$ cat src/rtl/core/seq_versioned_topic_merge_table_macros.svh
// ----------------------------------------------------------------------------
// Assertion macros for the versioned topic merge table
// Concurrent checks that are compiled out when NO_ASSERTIONS is defined.
// ----------------------------------------------------------------------------
`ifndef SEQ_VERSIONED_TOPIC_MERGE_TABLE_MACROS_SVH
`define SEQ_VERSIONED_TOPIC_MERGE_TABLE_MACROS_SVH

`ifndef NO_ASSERTIONS

`define VTMT_ASSERT(label, clk, rst_n, prop, msg) \
  label: assert property (@(posedge clk) disable iff (!rst_n) prop) else $error(msg);

`define VTMT_ASSERT_NEVER(label, clk, rst_n, cond, msg) \
  `VTMT_ASSERT(label, clk, rst_n, !(cond), msg)

`else

`define VTMT_ASSERT(label, clk, rst_n, prop, msg)

`define VTMT_ASSERT_NEVER(label, clk, rst_n, cond, msg)

`endif

`endif

$ cat src/rtl/core/vtmt_pkg.sv
// ----------------------------------------------------------------------------
// vtmt_pkg
// Types and constants shared by the versioned topic merge table.
// ----------------------------------------------------------------------------
`timescale 1ns / 1ps

package vtmt_pkg;

  localparam int KEY_FIELD_W  = 64;
  localparam int LEN_W        = 8;
  localparam int SEQ_W        = 16;
  localparam int QOS_W        = 8;
  localparam int SCOPE_W      = 8;
  localparam int SLOT_FIELD_W = 4;
  localparam int CNT_W        = 32;
  localparam int CFG_IDX_W    = 2;
  localparam int CFG_DATA_W   = 16;

  localparam logic [SEQ_W-1:0] SERIAL_HALF = 16'h8000;

  localparam logic [CFG_IDX_W-1:0] CFG_TOMBSTONE = 2'd0;
  localparam logic [CFG_IDX_W-1:0] CFG_MAX_LEN   = 2'd1;
  localparam logic [CFG_IDX_W-1:0] CFG_REGION    = 2'd2;

  localparam logic [SEQ_W-1:0]   TOMBSTONE_RST = 16'hFFFF;
  localparam logic [LEN_W-1:0]   MAX_LEN_RST   = 8'd64;
  localparam logic [SCOPE_W-1:0] REGION_RST    = 8'd1;

  typedef enum logic [2:0] {
    ACT_EMPTY       = 3'd0,
    ACT_TOO_LONG    = 3'd1,
    ACT_SKIPPED     = 3'd2,
    ACT_UPDATED     = 3'd3,
    ACT_RECOVERED   = 3'd4,
    ACT_TOMB_DONE   = 3'd5,
    ACT_TOMB_ABSENT = 3'd6,
    ACT_FULL        = 3'd7
  } action_e;

  typedef enum logic {
    ST_IDLE   = 1'b0,
    ST_DECIDE = 1'b1
  } state_e;

  typedef struct packed {
    logic [KEY_FIELD_W-1:0] topic_key;
    logic [LEN_W-1:0]       data_length;
    logic [SEQ_W-1:0]       sequence_req;
    logic [QOS_W-1:0]       qos_level;
    logic [SCOPE_W-1:0]     scope_code;
  } entry_t;

  typedef struct packed {
    action_e                 action;
    logic [SLOT_FIELD_W-1:0] slot;
    logic [CNT_W-1:0]        merged_total;
    logic [CNT_W-1:0]        skipped_total;
    logic [CNT_W-1:0]        recovered_total;
  } result_t;

  typedef struct packed {
    logic [CFG_IDX_W-1:0]  index;
    logic [CFG_DATA_W-1:0] data;
  } cfg_wr_t;

  typedef struct packed {
    logic capture;
    logic commit;
  } ctrl_cmd_t;

  typedef struct packed {
    logic out_stall;
  } dp_status_t;

endpackage

$ cat src/rtl/core/vtmt_stream_if.sv
// ----------------------------------------------------------------------------
// vtmt_stream_if
// Valid/ready channel carrying one payload per transfer.
// ----------------------------------------------------------------------------
`timescale 1ns / 1ps

interface vtmt_stream_if #(
  parameter type T = logic
) ();
  logic valid;
  logic ready;
  T     data;

  modport source (output valid, output data, input ready);
  modport sink   (input valid, input data, output ready);
endinterface

$ cat src/rtl/core/vtmt_ctrl.sv
// ----------------------------------------------------------------------------
// vtmt_ctrl
// Sequencer: capture an entry, then commit it once the result register frees.
// ----------------------------------------------------------------------------
`timescale 1ns / 1ps
`include "seq_versioned_topic_merge_table_macros.svh"

module vtmt_ctrl
  import vtmt_pkg::*;
(
  input  logic       clk_i,
  input  logic       rst_ni,
  input  logic       in_valid_i,
  output logic       in_ready_o,
  input  dp_status_t sts_i,
  output ctrl_cmd_t  cmd_o
);

  state_e state_q, state_d;

  always_ff @(posedge clk_i or negedge rst_ni) begin
    if (!rst_ni) begin
      state_q <= ST_IDLE;
    end else begin
      state_q <= state_d;
    end
  end

  always_comb begin
    state_d = state_q;
    unique case (state_q)
      ST_IDLE: begin
        if (in_valid_i) state_d = ST_DECIDE;
      end
      ST_DECIDE: begin
        if (!sts_i.out_stall) state_d = ST_IDLE;
      end
      default: state_d = ST_IDLE;
    endcase
  end

  always_comb begin
    in_ready_o    = 1'b0;
    cmd_o.capture = 1'b0;
    cmd_o.commit  = 1'b0;
    unique case (state_q)
      ST_IDLE: begin
        in_ready_o    = 1'b1;
        cmd_o.capture = in_valid_i;
      end
      ST_DECIDE: begin
        cmd_o.commit = !sts_i.out_stall;
      end
      default: ;
    endcase
  end

  `VTMT_ASSERT(a_capture_to_decide, clk_i, rst_ni, cmd_o.capture |=> state_q == ST_DECIDE, "capture did not enter decide")
  `VTMT_ASSERT(a_commit_to_idle, clk_i, rst_ni, cmd_o.commit |=> state_q == ST_IDLE, "commit did not return to idle")
  `VTMT_ASSERT_NEVER(a_busy_ready, clk_i, rst_ni, state_q == ST_DECIDE && in_ready_o, "ready while an entry is pending")

endmodule

$ cat src/rtl/core/vtmt_dp.sv
// ----------------------------------------------------------------------------
// vtmt_dp
// Slot table, key match, serial sequence compare, counters and result register.
// ----------------------------------------------------------------------------
`timescale 1ns / 1ps
`include "seq_versioned_topic_merge_table_macros.svh"

module vtmt_dp
  import vtmt_pkg::*;
#(
  parameter int TOPIC_SLOTS = 16,
  parameter int KEY_BITS    = 64
) (
  input  logic       clk_i,
  input  logic       rst_ni,
  input  ctrl_cmd_t  cmd_i,
  output dp_status_t sts_o,
  input  entry_t     entry_i,
  input  logic       cfg_valid_i,
  output logic       cfg_ready_o,
  input  cfg_wr_t    cfg_i,
  output logic       out_valid_o,
  input  logic       out_ready_i,
  output result_t    out_o
);

  localparam int SLOT_W = (TOPIC_SLOTS > 1) ? $clog2(TOPIC_SLOTS) : 1;

  // configuration
  logic [SEQ_W-1:0]   tomb_q;
  logic [LEN_W-1:0]   max_len_q;
  logic [SCOPE_W-1:0] region_q;

  assign cfg_ready_o = 1'b1;

  always_ff @(posedge clk_i or negedge rst_ni) begin
    if (!rst_ni) begin
      tomb_q    <= TOMBSTONE_RST;
      max_len_q <= MAX_LEN_RST;
      region_q  <= REGION_RST;
    end else if (cfg_valid_i) begin
      unique case (cfg_i.index)
        CFG_TOMBSTONE: tomb_q    <= cfg_i.data;
        CFG_MAX_LEN:   max_len_q <= cfg_i.data[LEN_W-1:0];
        CFG_REGION:    region_q  <= cfg_i.data[SCOPE_W-1:0];
        default: ;
      endcase
    end
  end

  // slot table
  logic [TOPIC_SLOTS-1:0] open_q;
  logic [KEY_BITS-1:0]    key_q    [TOPIC_SLOTS];
  logic [SEQ_W-1:0]       seq_q    [TOPIC_SLOTS];
  logic [LEN_W-1:0]       len_q    [TOPIC_SLOTS];
  logic [QOS_W-1:0]       qos_q    [TOPIC_SLOTS];
  logic                   region_f_q [TOPIC_SLOTS];

  // captured entry and lookup vectors
  entry_t                 ent_q;
  logic [TOPIC_SLOTS-1:0] hit_q, hit_d;
  logic [TOPIC_SLOTS-1:0] free_q;

  always_comb begin
    for (int i = 0; i < TOPIC_SLOTS; i++) begin
      hit_d[i] = open_q[i] && (key_q[i] == entry_i.topic_key[KEY_BITS-1:0]);
    end
  end

  always_ff @(posedge clk_i or negedge rst_ni) begin
    if (!rst_ni) begin
      hit_q  <= '0;
      free_q <= '0;
    end else if (cmd_i.capture) begin
      hit_q  <= hit_d;
      free_q <= ~open_q;
    end
  end

  always_ff @(posedge clk_i) begin
    if (cmd_i.capture) ent_q <= entry_i;
  end

  // lowest set bit of each vector
  logic              hit_any, free_any;
  logic [SLOT_W-1:0] hit_idx, free_idx;

  always_comb begin
    hit_any  = |hit_q;
    free_any = |free_q;
    hit_idx  = '0;
    free_idx = '0;
    for (int i = TOPIC_SLOTS - 1; i >= 0; i--) begin
      if (hit_q[i])  hit_idx  = SLOT_W'(i);
      if (free_q[i]) free_idx = SLOT_W'(i);
    end
  end

  // decision
  logic [SEQ_W-1:0]  seq_diff;
  logic              newer;
  action_e           action;
  logic [SLOT_W-1:0] slot_idx;
  logic              slot_shown;

  logic [CNT_W-1:0] merge_q, merge_d;
  logic [CNT_W-1:0] skip_q, skip_d;
  logic [CNT_W-1:0] rec_q, rec_d;

  assign seq_diff = ent_q.sequence_req - seq_q[hit_idx];
  assign newer    = (seq_diff != '0) && (seq_diff < SERIAL_HALF);

  always_comb begin
    action     = ACT_EMPTY;
    slot_idx   = hit_idx;
    slot_shown = 1'b0;
    priority if (ent_q.data_length == '0) begin
      if (ent_q.sequence_req != tomb_q) begin
        action = ACT_EMPTY;
      end else if (hit_any) begin
        action     = ACT_TOMB_DONE;
        slot_shown = 1'b1;
      end else begin
        action = ACT_TOMB_ABSENT;
      end
    end else if (ent_q.data_length > max_len_q) begin
      action = ACT_TOO_LONG;
    end else if (hit_any) begin
      action     = newer ? ACT_UPDATED : ACT_SKIPPED;
      slot_shown = 1'b1;
    end else if (free_any) begin
      action     = ACT_RECOVERED;
      slot_idx   = free_idx;
      slot_shown = 1'b1;
    end else begin
      action = ACT_FULL;
    end
  end

  always_comb begin
    merge_d = merge_q;
    skip_d  = skip_q;
    rec_d   = rec_q;
    unique case (action)
      ACT_UPDATED, ACT_TOMB_DONE: merge_d = merge_q + 1'b1;
      ACT_SKIPPED:                skip_d  = skip_q + 1'b1;
      ACT_RECOVERED:              rec_d   = rec_q + 1'b1;
      default: ;
    endcase
  end

  // commit
  logic out_valid_q;

  always_ff @(posedge clk_i or negedge rst_ni) begin
    if (!rst_ni) begin
      open_q      <= '0;
      merge_q     <= '0;
      skip_q      <= '0;
      rec_q       <= '0;
      out_valid_q <= 1'b0;
    end else begin
      if (cmd_i.commit) begin
        merge_q     <= merge_d;
        skip_q      <= skip_d;
        rec_q       <= rec_d;
        out_valid_q <= 1'b1;
        if (action == ACT_TOMB_DONE) open_q[slot_idx] <= 1'b0;
        if (action == ACT_RECOVERED) open_q[slot_idx] <= 1'b1;
      end else if (out_ready_i) begin
        out_valid_q <= 1'b0;
      end
    end
  end

  always_ff @(posedge clk_i) begin
    if (cmd_i.commit) begin
      out_o.action          <= action;
      out_o.slot            <= slot_shown ? SLOT_FIELD_W'(slot_idx) : '0;
      out_o.merged_total    <= merge_d;
      out_o.skipped_total   <= skip_d;
      out_o.recovered_total <= rec_d;
      if (action == ACT_UPDATED || action == ACT_RECOVERED) begin
        seq_q[slot_idx] <= ent_q.sequence_req;
        len_q[slot_idx] <= ent_q.data_length;
      end
      if (action == ACT_RECOVERED) begin
        key_q[slot_idx]      <= ent_q.topic_key[KEY_BITS-1:0];
        qos_q[slot_idx]      <= ent_q.qos_level;
        region_f_q[slot_idx] <= (ent_q.scope_code == region_q);
      end
    end
  end

  assign out_valid_o     = out_valid_q;
  assign sts_o.out_stall = out_valid_q && !out_ready_i;

  `VTMT_ASSERT(a_commit_room, clk_i, rst_ni, cmd_i.commit |-> !out_valid_q || out_ready_i, "commit over a pending result")
  `VTMT_ASSERT_NEVER(a_hit_free_overlap, clk_i, rst_ni, (hit_q & free_q) != '0, "slot both matched and free")
  `VTMT_ASSERT(a_recover_count, clk_i, rst_ni, cmd_i.commit && action == ACT_RECOVERED |=> rec_q == $past(rec_q) + 1'b1, "recover counter did not advance")

endmodule

$ cat src/rtl/core/seq_versioned_topic_merge_table.sv
// An entry is taken only while idle, so a new one waits for the last commit.
// The key match over all slots is registered at capture; priority select,
// table write-back and the result register follow in the decide state,
// which stretches while an earlier result waits unaccepted at the output.
// Reset: slot open flags, counters and result valid clear at once; config
// returns to defaults; no clearing pass, so entries are taken right after.
// ----------------------------------------------------------------------------
// seq_versioned_topic_merge_table
// Last-writer-wins merge of replicated topic entries using serial numbers.
// ----------------------------------------------------------------------------
`timescale 1ns / 1ps

module seq_versioned_topic_merge_table
  import vtmt_pkg::*;
#(
  parameter int TOPIC_SLOTS = 16,
  parameter int KEY_BITS    = 64
) (
  input  logic          clk_i,
  input  logic          rst_ni,
  vtmt_stream_if.sink   in_i,
  vtmt_stream_if.source out_o,
  vtmt_stream_if.sink   cfg_i
);

  ctrl_cmd_t  cmd;
  dp_status_t sts;
  logic       in_ready;
  logic       cfg_ready;
  logic       out_valid;
  result_t    result;

  assign in_i.ready  = in_ready;
  assign cfg_i.ready = cfg_ready;
  assign out_o.valid = out_valid;
  assign out_o.data  = result;

  vtmt_ctrl u_ctrl (
    .clk_i      (clk_i),
    .rst_ni     (rst_ni),
    .in_valid_i (in_i.valid),
    .in_ready_o (in_ready),
    .sts_i      (sts),
    .cmd_o      (cmd)
  );

  vtmt_dp #(
    .TOPIC_SLOTS (TOPIC_SLOTS),
    .KEY_BITS    (KEY_BITS)
  ) u_dp (
    .clk_i       (clk_i),
    .rst_ni      (rst_ni),
    .cmd_i       (cmd),
    .sts_o       (sts),
    .entry_i     (in_i.data),
    .cfg_valid_i (cfg_i.valid),
    .cfg_ready_o (cfg_ready),
    .cfg_i       (cfg_i.data),
    .out_valid_o (out_valid),
    .out_ready_i (out_o.ready),
    .out_o       (result)
  );

endmodule

$ cat src/flat_wrapper.sv
// flat-port wrapper written by rule: the top's interface ports become plain ports
module seq_versioned_topic_merge_table_flat import vtmt_pkg::*;
#(
  parameter int TOPIC_SLOTS = 16,
  parameter int KEY_BITS    = 64
)
  (clk_i, rst_ni, in_i_valid, in_i_data, in_i_ready, out_o_valid, out_o_data, out_o_ready, cfg_i_valid, cfg_i_data, cfg_i_ready);
  vtmt_stream_if #(.T(entry_t)) in_i_i ();
  vtmt_stream_if #(.T(result_t)) out_o_i ();
  vtmt_stream_if #(.T(cfg_wr_t)) cfg_i_i ();
  input  logic clk_i;
  input  logic rst_ni;
  input wire logic [$bits(in_i_i.valid)-1:0] in_i_valid;
  input wire logic [$bits(in_i_i.data)-1:0] in_i_data;
  output wire logic [$bits(in_i_i.ready)-1:0] in_i_ready;
  output wire logic [$bits(out_o_i.valid)-1:0] out_o_valid;
  output wire logic [$bits(out_o_i.data)-1:0] out_o_data;
  input wire logic [$bits(out_o_i.ready)-1:0] out_o_ready;
  input wire logic [$bits(cfg_i_i.valid)-1:0] cfg_i_valid;
  input wire logic [$bits(cfg_i_i.data)-1:0] cfg_i_data;
  output wire logic [$bits(cfg_i_i.ready)-1:0] cfg_i_ready;
  assign in_i_i.valid = in_i_valid;
  assign in_i_i.data = in_i_data;
  assign in_i_ready = in_i_i.ready;
  assign out_o_valid = out_o_i.valid;
  assign out_o_data = out_o_i.data;
  assign out_o_i.ready = out_o_ready;
  assign cfg_i_i.valid = cfg_i_valid;
  assign cfg_i_i.data = cfg_i_data;
  assign cfg_i_ready = cfg_i_i.ready;
  seq_versioned_topic_merge_table #(.TOPIC_SLOTS(TOPIC_SLOTS), .KEY_BITS(KEY_BITS)) u_core (.clk_i(clk_i), .rst_ni(rst_ni), .in_i(in_i_i), .out_o(out_o_i), .cfg_i(cfg_i_i));
endmodule
$ cat config.mk
export PLATFORM = sky130hd
export DESIGN_NAME = seq_versioned_topic_merge_table_flat
export DESIGN_NICKNAME = d
export VERILOG_FILES = /design/src/rtl/core/vtmt_pkg.sv /design/src/rtl/core/vtmt_stream_if.sv /design/src/rtl/core/vtmt_ctrl.sv /design/src/rtl/core/vtmt_dp.sv /design/src/rtl/core/seq_versioned_topic_merge_table.sv /design/src/flat_wrapper.sv
export VERILOG_INCLUDE_DIRS = /design/src /design/src/rtl/core
export SDC_FILE = /design/constraint.sdc
export NUM_CORES = 2
export LEC_CHECK = 0
export ABC_CLOCK_PERIOD_IN_PS = 12090
export BUFFER_PORTS_ARGS = -buffer_cell sky130_fd_sc_hd__clkbuf_2
export CAP_MARGIN = 20
export CORE_MARGIN = 10
export CORE_UTILIZATION = 25
export DETAILED_ROUTE_END_ITERATION = 8
export PLACE_DENSITY = 0.36
export SKIP_LAST_GASP = 1
export SYNTH_ARGS = -nofsm -noshare
export SYNTH_HDL_FRONTEND = slang
export SYNTH_SLANG_ARGS = --single-unit
export TNS_END_PERCENT = 5
$ cat constraint.sdc
create_clock -name clk_i -period 12.09 [get_ports clk_i]
set_input_delay 1.8135 -clock clk_i [delete_from_list [all_inputs] [get_ports clk_i]]
set_output_delay 1.8135 -clock clk_i [all_outputs]
set_load 0.005 [all_outputs]
==> metrics.yaml <==
floorplanning:
  core_area_um2: 273000
  rows: 192
  die_w_um: 544
  die_h_um: 544
  ios: 233
  start_util: 0.251
  die-area_um2: 296000
critical_path:
  path_buf_inv: 3
  path_class: "flop to flop"
  timing.rr.start: "u_core.u_dp.hit_q[1]$_DFFE_PN0P_"
  arrival_ns: 7.76
  cp-end-kind: "flop"
  cp.depth: 24
  cp_slowest_stage_delay_ns: 0.63
  cp_cell_sequence: "or4_1, o32ai_2, a31o_4, buf_4, nand2_1, and3_1, a311oi_1, a21oi_1, a21oi_1, ha_1, inv_1, fa_1, a211oi_1, nor3_1, nor3_1, o21ai_0, nor2b_1, mux2i_1, o311a_1, nand4_1, a21boi_4, buf_4, nand3_1, xnor2_1"
  critPathLaunch: "u_core.u_dp.hit_q[1]$_DFFE_PN0P_"
  reg2reg_depth: 24
  start_kind: "flop"
  cp_max_fo: 63
  required_ns: 12.69
  cp_top_family: "compound AO/OA/AOI/OAI gates"
  crit_slowest_cell: "buf_4"
pwr:
  finalPower_mw: 14.8
  ir_drop_v: 0.000113
  p_leak_nw: 26.5
  cellPowerDensity_nw_per_um2: 182
placement:
  port_buffers: 215
  pre_cts_slack_ns: 4.86
  hpwl_um: 162000
  dpl.cell_count: 8434
  place.gp.congestion: 0.789
  place_area_um2: 75200
drt:
  drc: 0
  via_count: 40900
  drt_wl_total_um: 276000
  first_pass_iters: 5
  detail_route.wl_per_cell_um: 31.4
  final_antenna_net_count: 0
  dr.first_iter.drc_count: 3943
  vias_per_cell: 4.65
global_route:
  grt_max_degree: 81
  grt_usage: 0.180
  grt_pass1_wl_um: 366000
  grt_antenna_before_repair: 42
  grt_overflow: 0
  grt_pass1_vias: 40000
sta:
  whs_ns: 0.464
  fmax_ghz: 0.140
  fin_skew_ns: 0.0552
  drv_slew: 0
  maxSlewHeadroom: 0.188
  tightest_slew_ns: 1.21
  worst_slack_ns: 4.93
  rsz0062_at_grt: "no"
  period_minus_slack_ns: 7.16
  setup_viol: 0
  hold_viol: 0
  tns_ns: 0
  period_share: 0.592
worst_hold_path:
  hp-class: "flop to flop"
  min_path_cells: 0
  worstHoldStart: "u_core.u_dp.ent_q[46]$_DFFE_PP_"
synth:
  synth_cells: 4646
  synth.top_cell.area_share: 0.643
  synth_edf_count: 1471
  synth.distinct_cells: 69
  ys_seq_elements: 1641
  yosysWarnings: 0
  synth_ff_type: "edfxtp_1"
  synthArstFlopShare: 0.104
  synthTopCellsByCount: "edfxtp_1 (1471), xnor2_1 (945), nand2_1 (378), xor2_1 (258), nand4_1 (244)"
  synth_most_common_cell: "edfxtp_1"
  synth_nets: 4800
  avgSynthCellArea_um2: 14.8
  ys_top_cells_by_area: "edfxtp_1 (64%), xnor2_1 (12%), dfrtp_1 (5.6%)"
  synth_top_area_cell: "edfxtp_1"
  synth_area_um2: 68700
  synth_seq_area_share: 0.706
clocking:
  cts.sinks: 1641
  cts_tree: "yes"
  cts_setup_buffers: 0
  path_clk_slew_ns: 0.06
  cts_buffers: 201
  cts_max_level: 4
  clock_path_buffers: 4
  ctsResizeCount: 0
  cts_root_buf: "clkbuf_16"
  insertion_delay_ns: 0.88
  cts_hold_buf: 0
finish:
  area_growth_pct: 18.3
  final_nets: 5202
  stdcell_count: 8797
  drive_gt1_frac: 0.151
  final_core_util: 0.297
  final_area_um2: 81200
job:
  maxCapViolations: 0
run_status:
  status: "finished clean"
==> state kept, by name (all words and copies together) (netlist names), 32 cells and up <==
| signal | count |
|---|---|
| u_core.u_dp.rec_q | 32 |
| u_core.u_dp.skip_q | 32 |
| u_core.u_dp.merge_q | 32 |
| u_core.u_dp.out_o | 103 |
| u_core.u_dp.seq_q | 256 |
| u_core.u_dp.ent_q | 88 |
| u_core.u_dp.key_q | 1024 |
==> final timing paths <==
| check | slack [ns] | endpoint |
|---|---|---|
| hold / removal | 0.46 | u_core.u_dp.key_q[4][6]$_DFFE_PP_ |
| hold reg to reg | 0.46 | u_core.u_dp.key_q[4][6]$_DFFE_PP_ |
| min in group asynchronous | 0.93 | u_core.u_dp.skip_q[6]$_DFFE_PN0P_ |
| max in group asynchronous | 9.87 | u_core.u_dp.hit_q[12]$_DFFE_PN0P_ |
| setup / recovery | 4.93 | u_core.u_dp.out_o[44]$_DFFE_PP_ |
| setup reg to reg | 4.93 | u_core.u_dp.out_o[44]$_DFFE_PP_ |
==> power by group <==
group | internal, mW | total, mW | switching (mW) | leakage, nW
clock network | 3.28 | 5.74 | 2.46 | 2.95
registers | 6.79 | 7.06 | 0.267 | 15.6
logic | 0.518 | 1.99 | 1.47 | 7.98
==> worst register-to-register path, delay by kind of cell, from the launching register on <==
kind | cells | cell delay [ns]
buf+inv | 3 | 1.25
simple gates | 8 | 2.05
xor+xnor | 1 | 0.18
compound gates | 9 | 2.19
fa+ha+maj | 2 | 0.61
flops | 1 | 0.47
mux | 1 | 0.15
==> kinds of logic after synthesis <==
kind of cell	after synthesis	synth area share
xor+xnor	1203	0.153
other cells	1	0.0000546
simple gates	1174	0.0864
compound gates	284	0.0276
flops	1641	0.706
mux	37	0.00601
fa+ha+maj	27	0.00503
buf+inv	279	0.0158
==> placed cells by master, fill, tap and decap left out, drive strengths merged, types with 5 or more instances in the layout <==
cell type	n
edfxtp	1471
xnor2	945
clkbuf	475
nand2	378
xor2	258
nand4	244
buf	208
dfrtp	153
nand3	117
nor2	116
nor4	106
and3	105
clkinv	71
o21ai	66
inv	64
nor3	60
a21oi	52
a31oi	35
mux2	31
a311oi	30
ha	26
a211oi	20
a21o	17
dfstp	17
diode	12
o22ai	12
nor2b	8
and2	8
nand2b	8
bufinv	8
and4	6
mux2i	6
a221oi	6
o2bb2ai	5
o211ai	5
or2	5
==> per-layer routing <==
| metal | vias to the layer above | part of all wire | GRT usage |
|---|---|---|---|
| met2 | 1229 | 0.48 | 0.301 |
| met5 | - | 0.000047 | 0 |
| met4 | 2 | 0.018 | 0.0340 |
| met1 | 21500 | 0.45 | 0.251 |
| li1 | 17800 | - | - |
| met3 | 291 | 0.050 | 0.0251 |
==> cell type report <==
type	instances	area [um2]
clock buffer	262	5380
tap	3589	4490
multi-input combinational	2726	19400
fill	27400	192000
sequential	1641	48400
antenna	12	30.0
clock inverter	89	647
inverter	57	226
timing repair buffer	421	2630
(Power assumes the default switching activity.)
